**src/sitc_pkg.sv**
```systemverilog
// ----------------------------------------------------------------------------
// sitc_pkg - shared types and constants of the spiral index to grid cell unit
// Fixed widths of position, root and coordinates, and the record that moves
// down the square-root cell chain.
// ----------------------------------------------------------------------------
package sitc_pkg;

	localparam int POS_W   = 32;
	localparam int ROOT_W  = POS_W / 2;
	localparam int REM_W   = ROOT_W + 1;
	localparam int COORD_W = 16;

	// one query in flight along the chain
	typedef struct packed {
		logic               oor;     // position outside 1..side^2
		logic               one;     // position is the centre cell
		logic [POS_W-1:0]   pos;
		logic [COORD_W-1:0] mid;     // side/2 + 1, low bits only
		logic [POS_W-1:0]   digits;  // radicand digits not yet consumed, msb first
		logic [REM_W-1:0]   rem;     // partial remainder
		logic [ROOT_W-1:0]  root;    // partial root
	} cell_t;

endpackage

```
**src/sitc_cell.sv**
```systemverilog
// ----------------------------------------------------------------------------
// sitc_cell - one digit step of the integer square root chain
// Takes the next two radicand bits, decides one root bit and hands the
// updated record to the next cell on every clock.
// ----------------------------------------------------------------------------
module sitc_cell (
	input  logic           clk,
	input  logic           arst_n,
	input  logic           in_valid,
	input  sitc_pkg::cell_t in_data,
	output logic           out_valid,
	output sitc_pkg::cell_t out_data
);
	import sitc_pkg::*;

	logic [REM_W+1:0] acc;
	logic [REM_W+1:0] trial;
	logic             take;
	cell_t            nxt;

	always_comb begin
		acc   = {in_data.rem, in_data.digits[POS_W-1 -: 2]};
		trial = {1'b0, in_data.root, 2'b01};
		take  = (acc >= trial);
		nxt   = in_data;
		nxt.digits = {in_data.digits[POS_W-3:0], 2'b00};
		if (take) begin
			nxt.rem  = REM_W'(acc - trial);
			nxt.root = {in_data.root[ROOT_W-2:0], 1'b1};
		end else begin
			nxt.rem  = REM_W'(acc);
			nxt.root = {in_data.root[ROOT_W-2:0], 1'b0};
		end
	end

	always_ff @(posedge clk or negedge arst_n) begin
		if (!arst_n) begin
			out_valid <= 1'b0;
		end else begin
			out_valid <= in_valid;
		end
	end

	always_ff @(posedge clk) begin
		out_data <= nxt;
	end

endmodule

```
**src/sitc_ring_decode.sv**
```systemverilog
// ----------------------------------------------------------------------------
// sitc_ring_decode - ring, side and offset to line and column
// From floor(sqrt(position-1)) finds the ring, its base square, the side
// of the ring and the step along it, then forms the cell coordinates.
// ----------------------------------------------------------------------------
module sitc_ring_decode (
	input  logic                           clk,
	input  logic                           arst_n,
	input  logic                           in_valid,
	input  sitc_pkg::cell_t                in_data,
	output logic                           done,
	output logic [sitc_pkg::COORD_W-1:0]   line,
	output logic [sitc_pkg::COORD_W-1:0]   column,
	output logic                           out_of_range
);
	import sitc_pkg::*;

	localparam int D_W = ROOT_W + 2;

	localparam logic [1:0] SEG_TOP    = 2'd0;
	localparam logic [1:0] SEG_LEFT   = 2'd1;
	localparam logic [1:0] SEG_BOTTOM = 2'd2;
	localparam logic [1:0] SEG_RIGHT  = 2'd3;

	// stage 1: ring and base square
	logic [ROOT_W:0]    root_inc;
	logic [ROOT_W-1:0]  k_c;
	logic [ROOT_W-1:0]  odd_c;
	logic               valid_s1, oor_s1, one_s1;
	logic [POS_W-1:0]   pos_s1, base_s1;
	logic [COORD_W-1:0] mid_s1;
	logic [ROOT_W-1:0]  k_s1;

	assign root_inc = {1'b0, in_data.root} + (ROOT_W+1)'(1);
	assign k_c      = root_inc[ROOT_W:1];
	assign odd_c    = ROOT_W'({k_c, 1'b0} - (ROOT_W+1)'(1));

	always_ff @(posedge clk or negedge arst_n) begin
		if (!arst_n) begin
			valid_s1 <= 1'b0;
		end else begin
			valid_s1 <= in_valid;
		end
	end

	always_ff @(posedge clk) begin
		oor_s1  <= in_data.oor;
		one_s1  <= in_data.one;
		pos_s1  <= in_data.pos;
		mid_s1  <= in_data.mid;
		k_s1    <= k_c;
		base_s1 <= POS_W'(odd_c) * POS_W'(odd_c);
	end

	// stage 2: zero-based offset into the ring, below 8k
	logic [POS_W-1:0]   off_c;
	logic               valid_s2, oor_s2, one_s2;
	logic [D_W-1:0]     off_s2;
	logic [COORD_W-1:0] mid_s2;
	logic [ROOT_W-1:0]  k_s2;

	assign off_c = pos_s1 - base_s1 - POS_W'(1);

	always_ff @(posedge clk or negedge arst_n) begin
		if (!arst_n) begin
			valid_s2 <= 1'b0;
		end else begin
			valid_s2 <= valid_s1;
		end
	end

	always_ff @(posedge clk) begin
		oor_s2 <= oor_s1;
		one_s2 <= one_s1;
		off_s2 <= off_c[D_W-1:0];
		mid_s2 <= mid_s1;
		k_s2   <= k_s1;
	end

	// stage 3: side of the ring and step along it
	logic [D_W:0]       two_k, four_k, six_k;
	logic [D_W:0]       off_x;
	logic [1:0]         seg_c;
	logic [D_W:0]       step_c;
	logic               valid_s3, oor_s3, one_s3;
	logic [1:0]         seg_s3;
	logic [COORD_W-1:0] step_s3;
	logic [COORD_W-1:0] mid_s3;
	logic [COORD_W-1:0] k_s3;

	always_comb begin
		two_k  = (D_W+1)'({k_s2, 1'b0});
		four_k = (D_W+1)'({k_s2, 2'b00});
		six_k  = two_k + four_k;
		off_x  = (D_W+1)'(off_s2);
		if (off_x < two_k) begin
			seg_c  = SEG_TOP;
			step_c = off_x;
		end else if (off_x < four_k) begin
			seg_c  = SEG_LEFT;
			step_c = off_x - two_k;
		end else if (off_x < six_k) begin
			seg_c  = SEG_BOTTOM;
			step_c = off_x - four_k;
		end else begin
			seg_c  = SEG_RIGHT;
			step_c = off_x - six_k;
		end
	end

	always_ff @(posedge clk or negedge arst_n) begin
		if (!arst_n) begin
			valid_s3 <= 1'b0;
		end else begin
			valid_s3 <= valid_s2;
		end
	end

	always_ff @(posedge clk) begin
		oor_s3  <= oor_s2;
		one_s3  <= one_s2;
		seg_s3  <= seg_c;
		step_s3 <= step_c[COORD_W-1:0];
		mid_s3  <= mid_s2;
		k_s3    <= COORD_W'(k_s2);
	end

	// stage 4: offsets from the centre, modulo the coordinate width
	logic [COORD_W-1:0] dx, dy;
	logic [COORD_W-1:0] down_c, up_c, neg_k;

	always_comb begin
		down_c = k_s3 - COORD_W'(1) - step_s3;
		up_c   = step_s3 + COORD_W'(1) - k_s3;
		neg_k  = COORD_W'(0) - k_s3;
		case (seg_s3)
			SEG_TOP: begin
				dx = down_c;
				dy = k_s3;
			end
			SEG_LEFT: begin
				dx = neg_k;
				dy = down_c;
			end
			SEG_BOTTOM: begin
				dx = up_c;
				dy = neg_k;
			end
			default: begin
				dx = k_s3;
				dy = up_c;
			end
		endcase
		if (one_s3) begin
			dx = '0;
			dy = '0;
		end
	end

	always_ff @(posedge clk or negedge arst_n) begin
		if (!arst_n) begin
			done <= 1'b0;
		end else begin
			done <= valid_s3;
		end
	end

	always_ff @(posedge clk) begin
		out_of_range <= oor_s3;
		if (oor_s3) begin
			line   <= '0;
			column <= '0;
		end else begin
			line   <= mid_s3 + dy;
			column <= mid_s3 + dx;
		end
	end

endmodule

```
**src/spiral_index_to_grid_cell_unit.sv**
```systemverilog
// ----------------------------------------------------------------------------
// spiral_index_to_grid_cell_unit - square spiral position to grid cell
// Maps a 1-based position along a centre-out square spiral onto the line and
// column of a grid of the given side.
// ----------------------------------------------------------------------------
// A query is taken on every clock that start is high; busy is always low.
// Each query gives exactly one result, shown for one cycle with done high,
// after the transfer passes one input stage holding the side squared,
// 16 square-root cells (one root bit each), and four ring decode stages.
// One query per cycle is sustained. The receiver cannot stall, so results
// must be captured on the cycle done is high.
module spiral_index_to_grid_cell_unit #(
	parameter int SIDE_BITS = 16
) (
	input  logic                         clk,
	input  logic                         arst_n,
	input  logic                         start,
	output logic                         busy,
	input  logic [SIDE_BITS-1:0]         grid_side,
	input  logic [sitc_pkg::POS_W-1:0]   position,
	output logic                         done,
	output logic [sitc_pkg::COORD_W-1:0] line,
	output logic [sitc_pkg::COORD_W-1:0] column,
	output logic                         out_of_range
);
	import sitc_pkg::*;

	localparam int SQ_W  = 2 * SIDE_BITS;
	localparam int CMP_W = (SQ_W > POS_W) ? SQ_W : POS_W;
	localparam int MID_W = (SIDE_BITS > COORD_W) ? SIDE_BITS : COORD_W;

	logic [MID_W-1:0]   mid_ext;
	logic               valid_s1;
	logic [POS_W-1:0]   pos_s1;
	logic [SQ_W-1:0]    sq_s1;
	logic [COORD_W-1:0] mid_s1;

	assign busy    = 1'b0;
	assign mid_ext = MID_W'(grid_side >> 1) + MID_W'(1);

	always_ff @(posedge clk or negedge arst_n) begin
		if (!arst_n) begin
			valid_s1 <= 1'b0;
		end else begin
			valid_s1 <= start && !busy;
		end
	end

	always_ff @(posedge clk) begin
		pos_s1 <= position;
		sq_s1  <= SQ_W'(grid_side) * SQ_W'(grid_side);
		mid_s1 <= mid_ext[COORD_W-1:0];
	end

	cell_t chain_data  [0:ROOT_W];
	logic  chain_valid [0:ROOT_W];

	always_comb begin
		chain_valid[0]        = valid_s1;
		chain_data[0].oor     = (pos_s1 == '0) || (CMP_W'(pos_s1) > CMP_W'(sq_s1));
		chain_data[0].one     = (pos_s1 == POS_W'(1));
		chain_data[0].pos     = pos_s1;
		chain_data[0].mid     = mid_s1;
		chain_data[0].digits  = pos_s1 - POS_W'(1);
		chain_data[0].rem     = '0;
		chain_data[0].root    = '0;
	end

	for (genvar i = 0; i < ROOT_W; i++) begin : g_root
		sitc_cell u_cell (
			.clk       (clk),
			.arst_n    (arst_n),
			.in_valid  (chain_valid[i]),
			.in_data   (chain_data[i]),
			.out_valid (chain_valid[i+1]),
			.out_data  (chain_data[i+1])
		);
	end

	sitc_ring_decode u_decode (
		.clk          (clk),
		.arst_n       (arst_n),
		.in_valid     (chain_valid[ROOT_W]),
		.in_data      (chain_data[ROOT_W]),
		.done         (done),
		.line         (line),
		.column       (column),
		.out_of_range (out_of_range)
	);

endmodule
```
**config.mk**
```make
export PLATFORM = sky130hd
export DESIGN_NAME = spiral_index_to_grid_cell_unit
export DESIGN_NICKNAME = d
export VERILOG_FILES = /design/src/sitc_pkg.sv /design/src/sitc_cell.sv /design/src/sitc_ring_decode.sv /design/src/spiral_index_to_grid_cell_unit.sv
export SDC_FILE = /design/constraint.sdc
export NUM_CORES = 2
export LEC_CHECK = 0
export CORE_ASPECT_RATIO = 0.75
export CORE_MARGIN = 1
export CORE_UTILIZATION = 63
export DETAILED_ROUTE_END_ITERATION = 7
export DONT_BUFFER_PORTS = 1
export GPL_TIMING_DRIVEN = 0
export MAX_ROUTING_LAYER = met4
export PLACE_DENSITY = 0.79
export SLEW_MARGIN = 0
export SYNTH_ARGS = -nofsm -noshare
export SYNTH_HDL_FRONTEND = slang
export SYNTH_SLANG_ARGS = --single-unit
```
**constraint.sdc**
```tcl
create_clock -name clk -period 8.3 [get_ports clk]
set_input_delay 2.075 -clock clk [delete_from_list [all_inputs] [get_ports clk]]
set_output_delay 2.075 -clock clk [all_outputs]
set_load 0.01 [all_outputs]
```
Word-level counts from Yosys, hierarchy flattened. Index checks and enable logic that the tools add are counted.

Reduce and logical (&&, ||, !) cells: 4. $mul: 2. Add/sub/neg operators: 32. Eq/ne operators: 3. Mux-type cells: 25. $lt $le $gt $ge: 20.

Operators with widths (number): $mux 33 (14); $ge 19x18->1 (15); $sub 17x17->17 (14); $pmux 16 s3 (2); $mux 16 (5); $sub 16x16->16 (5); $add 16x16->16 (2); $eq 32x1->1 const B (1); $gt 32x32->1 (1); $logic_not 32->1 (1); $mul 16x16->32 (1); $sub 16x1->16 const B (2); $sub 32x1->32 const B (1); $add 17x18->19 (1); $lt 18x19->1 (1); $lt 18x17->1 (1); $lt 18x18->1 (1); $mul 16x16->18 (1); $mux 18 (1); $sub 18x1->18 const B (1); $sub 18x18->18 (1); $add 16x1->17 const B (1); $add 15x1->16 const B (1); $add 16x1->16 const B (1); other kinds (9) (11).

Register bits after elaboration: 1621. Input port bits: 51.

Logic depth before layout (Yosys ltp).
Word-level depth: 5. Depth in mapped cells: 29. Gate-level depth less buffers: 29.

By module. From an unflattened synthesis, not the netlist that was laid out.

Cells, all modules: 7291. Area total of the unflattened synthesis: 82263.9 um^2.

By module, submodules not included: sitc_cell (seq. area each 2287.2 um^2, area an instance 3435.8 um^2, cells each 265, times used 16); sitc_ring_decode (seq. area each 4164.0 um^2, area an instance 16647.2 um^2, cells each 1868, times used 1); spiral_index_to_grid_cell_unit (seq. area each 1606.5 um^2, area an instance 10644.0 um^2, cells each 1183, times used 1).

Least setup slack after synthesis. Ideal clock, no wire load.

Path type: input port to flip-flop. Start: in grid_side[13]. End: reg sq_s1[31]. Stages on the path: 20. Data required time: 8228 ps. Data arrival time: 7847 ps. Setup slack: 380 ps. Path through: clkbuf_1 clkbuf_1 and2_1 fa_1 fa_1 fa_1 fa_1 fa_1 fa_1 ha_1 clkbuf_1 a21o_1 a21o_1 a221oi_1 nand3b_1 o211ai_1 a41oi_1 o21ai_0 a21oi_1 xnor2_1.

Cells in the longest elaborated chain, start to end: 1.

Ends and longest elaborated chain: from (decl) (RTL line spiral_index_to_grid_cell_unit.sv:19) `input logic [SIDE_BITS-1:0] grid_side,`; $mul 16x16->32 (RTL line spiral_index_to_grid_cell_unit.sv:51) `sq_s1 <= SQ_W'(grid_side) * SQ_W'(grid_side);`; to (signal assigned) (RTL line spiral_index_to_grid_cell_unit.sv:51); to (decl) (RTL line spiral_index_to_grid_cell_unit.sv:35) `logic [SQ_W-1:0] sq_s1;`.

No other way between the ends. A chain may end at the register's enable or synchronous reset.

Worst setup path after layout. Same ends and word-level chain as after synthesis.

==> impl_metrics.tcl <==
set metrics [dict create \
    std_cell_rows 97 \
    grt_pass1_vias 38500 \
    nNetsFinal 6501 \
    yosysWarnings 0 \
    dp_slack_ns -0.620 \
    skew_ns 0.0360 \
    drc 0 \
    ys_ff_latch 1492 \
    clkLatencyLatePin_ns 0.75 \
    root_buffer "clkbuf_16" \
    cp_max_fo 10 \
    multi_input_area_sq_um 27200 \
    portBuffers 0 \
    status "finished clean" \
    wl_per_cell_um 17.5 \
    slew_headroom 0.243 \
    max-cap-violations 0 \
    setup_tns_ns 0 \
    crit_top_cell "fa_1" \
    synth_flop_cell "dfxtp_1" \
    drive_gt1_frac 0.0563 \
    period_needed_ns 8.05 \
    ys_seq_area_frac 0.500 \
    grt_max_degree 22 \
    syn_to_final_growth_pct 10.1 \
    critPathBufInv 3 \
    synth_xor_area_frac 0.0584 \
    synth_compound_area_frac 0.0909 \
    regArea_sq_um 30000 \
    cp_top_family "adder cells" \
    setup-violations-final 0 \
    start_util 0.639 \
    num_io_pins 86 \
    maxSlewViolCount 0 \
    synth_fa_ha_area_frac 0.189 \
    cts_max_level 4 \
    ys_types 93 \
    syn_avg_cell_area_sq_um 10.8 \
    synth_top_family_by_area "adder cells" \
    finalHoldViolations 0 \
    fin_hold_ws_ns 0.311 \
    place_hpwl_um 89400 \
    grt_pass1_wl_um 199000 \
    post-route-period-util 0.970 \
    fmax_ghz 0.124 \
    ant_nets 0 \
    top_usage_layer "met2" \
    synthCells 5567 \
    critPathCaptureType "register" \
    hold_class "reg2reg" \
    crit_path_max_incr_delay_ns 0.56 \
    grt_util_met3 0.0564 \
    synth_edf_count 0 \
    grt_use_met2 0.405 \
    synth.area.mux_share 0.0109 \
    worst_slew_pin_slew_ns 1.13 \
    synthSimpleGateAreaFrac 0.103 \
    cts_inserted_buffers 130 \
    clockBufferDepth 3 \
    vias 38100 \
    cts-hold-fix-buffers 0 \
    drtIter0Drc 2898 \
    crit_path_start_kind "input port" \
    avgViaCountPerCell 5.41 \
    die_area_sq_um 96400 \
    overflow 0 \
    use_met1 0.363 \
    crit_chain "clkbuf_1, clkbuf_2, and2_1, fa_1, fa_1, fa_1, fa_1, fa_1, fa_1, ha_1, clkbuf_1, a21o_1, a21o_1, a221oi_1, nand3b_1, o211ai_1, a41oi_1, o21ai_0, a21oi_1, xnor2_1" \
    async_reset_ff_frac 0.0141 \
    synth_area_sq_um 60000 \
    grt_antenna_before_repair 4 \
    dp.cells 6805 \
    core_sq_um 93800 \
    first_pass_iters 5 \
    die_h_um 269 \
    cts_tree "yes" \
    worst_ep_required_time_ns 8.94 \
    clkTransAtPathRegs_ns 0.07 \
    place.gp.congestion 0.910 \
    n_fill_cell 6577 \
    wl_um 123000 \
    rsz0062_at_grt "true" \
    layout_setup_ws_ns 0.248 \
    slowest_stage "fa_1" \
    die_w_um 358 \
    cts_sinks 1492 \
    stdcell_count 7045 \
    crit_arrival_ns 8.69 \
    grtUsageTotal 0.268 \
    worstSetupPathType "in2reg" \
]
==> final cells by class <==
class | count | share of cell area
diodes | 2 | 0.0000758
plain buffers | 79 | 0.00498
clock buffers | 183 | 0.0562
clock inverters | 55 | 0.0114
inverters | 669 | 0.0381
multi-input cells | 3328 | 0.412
flip-flops and latches | 1492 | 0.454
well taps | 1237 | 0.0234
==> cells in the mapped netlist (6+ instances only) <==
| cell | n | area, sq um |
|---|---|---|
| and3_1 | 35 | 219 |
| mux2_2 | 37 | 417 |
| fa_1 | 262 | 5250 |
| o31a_1 | 10 | 87.6 |
| xnor2_1 | 253 | 2220 |
| and2_1 | 83 | 519 |
| dfxtp_1 | 1471 | 29400 |
| or3_1 | 40 | 250 |
| nor3_1 | 124 | 621 |
| a21boi_0 | 13 | 97.6 |
| nand4_1 | 41 | 257 |
| nor2b_1 | 53 | 332 |
| a21o_1 | 92 | 691 |
| nor2_1 | 343 | 1290 |
| ha_1 | 488 | 6110 |
| or4_1 | 11 | 82.6 |
| o211ai_1 | 29 | 218 |
| o22ai_1 | 7 | 43.8 |
| a31oi_1 | 23 | 144 |
| a211oi_1 | 34 | 255 |
| nor4_1 | 30 | 188 |
| o21a_1 | 78 | 586 |
| nand3_1 | 78 | 390 |
| mux4_2 | 6 | 135 |
| mux2i_1 | 10 | 100 |
| nor3b_1 | 6 | 45.0 |
| o31ai_1 | 17 | 128 |
| buf_2 | 7 | 35.0 |
| a211o_1 | 7 | 61.3 |
| o21ai_1 | 7 | 35.0 |
| o21ai_0 | 190 | 951 |
| o21bai_1 | 18 | 135 |
| a41oi_1 | 7 | 61.3 |
| a31o_2 | 7 | 61.3 |
| nand4b_1 | 10 | 87.6 |
| a21oi_1 | 251 | 1260 |
| xor2_1 | 147 | 1290 |
| nand2b_1 | 50 | 313 |
| or2_2 | 26 | 163 |
| nand2_1 | 309 | 1160 |
| nand3b_1 | 10 | 75.1 |
| inv_1 | 664 | 2490 |
| clkbuf_1 | 64 | 240 |
| dfrtp_1 | 21 | 526 |
==> path summary, 6_finish.rpt <==
path | startpoint | to | slack, ns | cells past startpoint
max reg2reg | g_root[15].u_cell.out_data[0] | u_decode.base_s1[17] | 0.29 | 25
max in group asynchronous | arst_n | g_root[10].u_cell.out_valid | 7.20 | 0
max | grid_side[13] | sq_s1[31] | 0.25 | 20
min | g_root[6].u_cell.out_data[47] | g_root[7].u_cell.out_data[49] | 0.31 | 0
min in group asynchronous | arst_n | g_root[6].u_cell.out_valid | 1.02 | 0
min reg2reg | g_root[6].u_cell.out_data[47] | g_root[7].u_cell.out_data[49] | 0.31 | 0
==> worst reg2reg max path: stages (launching register included) <==
cell	delay, ns
dfxtp_1	0.37
ha_1	0.37
clkbuf_2	0.31
clkinv_2	0.30
ha_1	0.37
inv_1	0.17
mux2_2	0.35
o32ai_1	0.19
xor2_2	0.35
clkbuf_4	0.34
nand2_1	0.12
fa_1	0.52
fa_1	0.51
fa_1	0.51
inv_1	0.05
fa_1	0.49
fa_1	0.57
inv_1	0.06
fa_1	0.53
inv_1	0.06
ha_1	0.37
and3_1	0.18
o311ai_0	0.19
a31oi_1	0.34
a31oi_1	0.16
xnor2_1	0.14
==> stage by stage <==
step	util	instance area (sq um)
after global placement	0.656	61500
final	0.704	66000
after global routing	0.704	66000
after detailed placement	0.656	61500
after CTS	0.703	66000
after floorplan	-	60000
==> registers in the layout (all words and copies together), names as in the netlist, 2 cells and up <==
| name | count |
|---|---|
| g_root.u_cell.out_data | 1189 |
| g_root.u_cell.out_valid | 16 |
| mid_s1 | 16 |
| pos_s1 | 32 |
| sq_s1 | 31 |
| u_decode.base_s1 | 15 |
| u_decode.column | 16 |
| u_decode.k_s1 | 15 |
| u_decode.k_s2 | 16 |
| u_decode.k_s3 | 16 |
| u_decode.line | 16 |
| u_decode.mid_s1 | 16 |
| u_decode.mid_s2 | 16 |
| u_decode.mid_s3 | 16 |
| u_decode.off_s2 | 18 |
| u_decode.pos_s1 | 18 |
| u_decode.seg_s3 | 2 |
| u_decode.step_s3 | 16 |
==> metal layers <==
| layer | part of all wire | vias to the layer above |
|---|---|---|
| met4 | 0.022 | 0 |
| met2 | 0.45 | 1137 |
| met3 | 0.067 | 228 |
| li1 | - | 18700 |
| met1 | 0.46 | 18100 |
| met5 | 0 | - |
==> kinds of logic (layout without fill, tap and decap cells) <==
group	Yosys count	in the layout
AOI/OAI and AO/OA	851	851
xor gates and xnor gates	400	400
adders and majority gates	750	750
buffers and inverters	748	986
DFF	1492	1492
muxes	53	53
other	1	4
and+or+nand+nor	1272	1272
==> placed cells by master (no fill, tap or decap), types with 50 or more instances in the layout <==
| master | instances |
|---|---|
| nor3_1 | 124 |
| ha_1 | 488 |
| a21oi_1 | 251 |
| nor2_1 | 343 |
| nand3_1 | 78 |
| clkbuf_16 | 131 |
| dfxtp_1 | 1471 |
| o21a_1 | 78 |
| and2_1 | 83 |
| inv_1 | 664 |
| nand2b_1 | 50 |
| fa_1 | 262 |
| xnor2_1 | 251 |
| clkbuf_1 | 87 |
| xor2_1 | 146 |
| nor2b_1 | 53 |
| a21o_1 | 92 |
| o21ai_0 | 190 |
| nand2_1 | 309 |
==> timing repair <==
item | 4_1_cts | 5_1_grt
setup buffers | 0 | 0
setup endpoints to repair | 5 | 7
gates resized for setup | 3 | 11
Power is left out: the tool's default activity adds up to more than one toggle a clock period on the data nets, which glitch-free logic cannot reach.
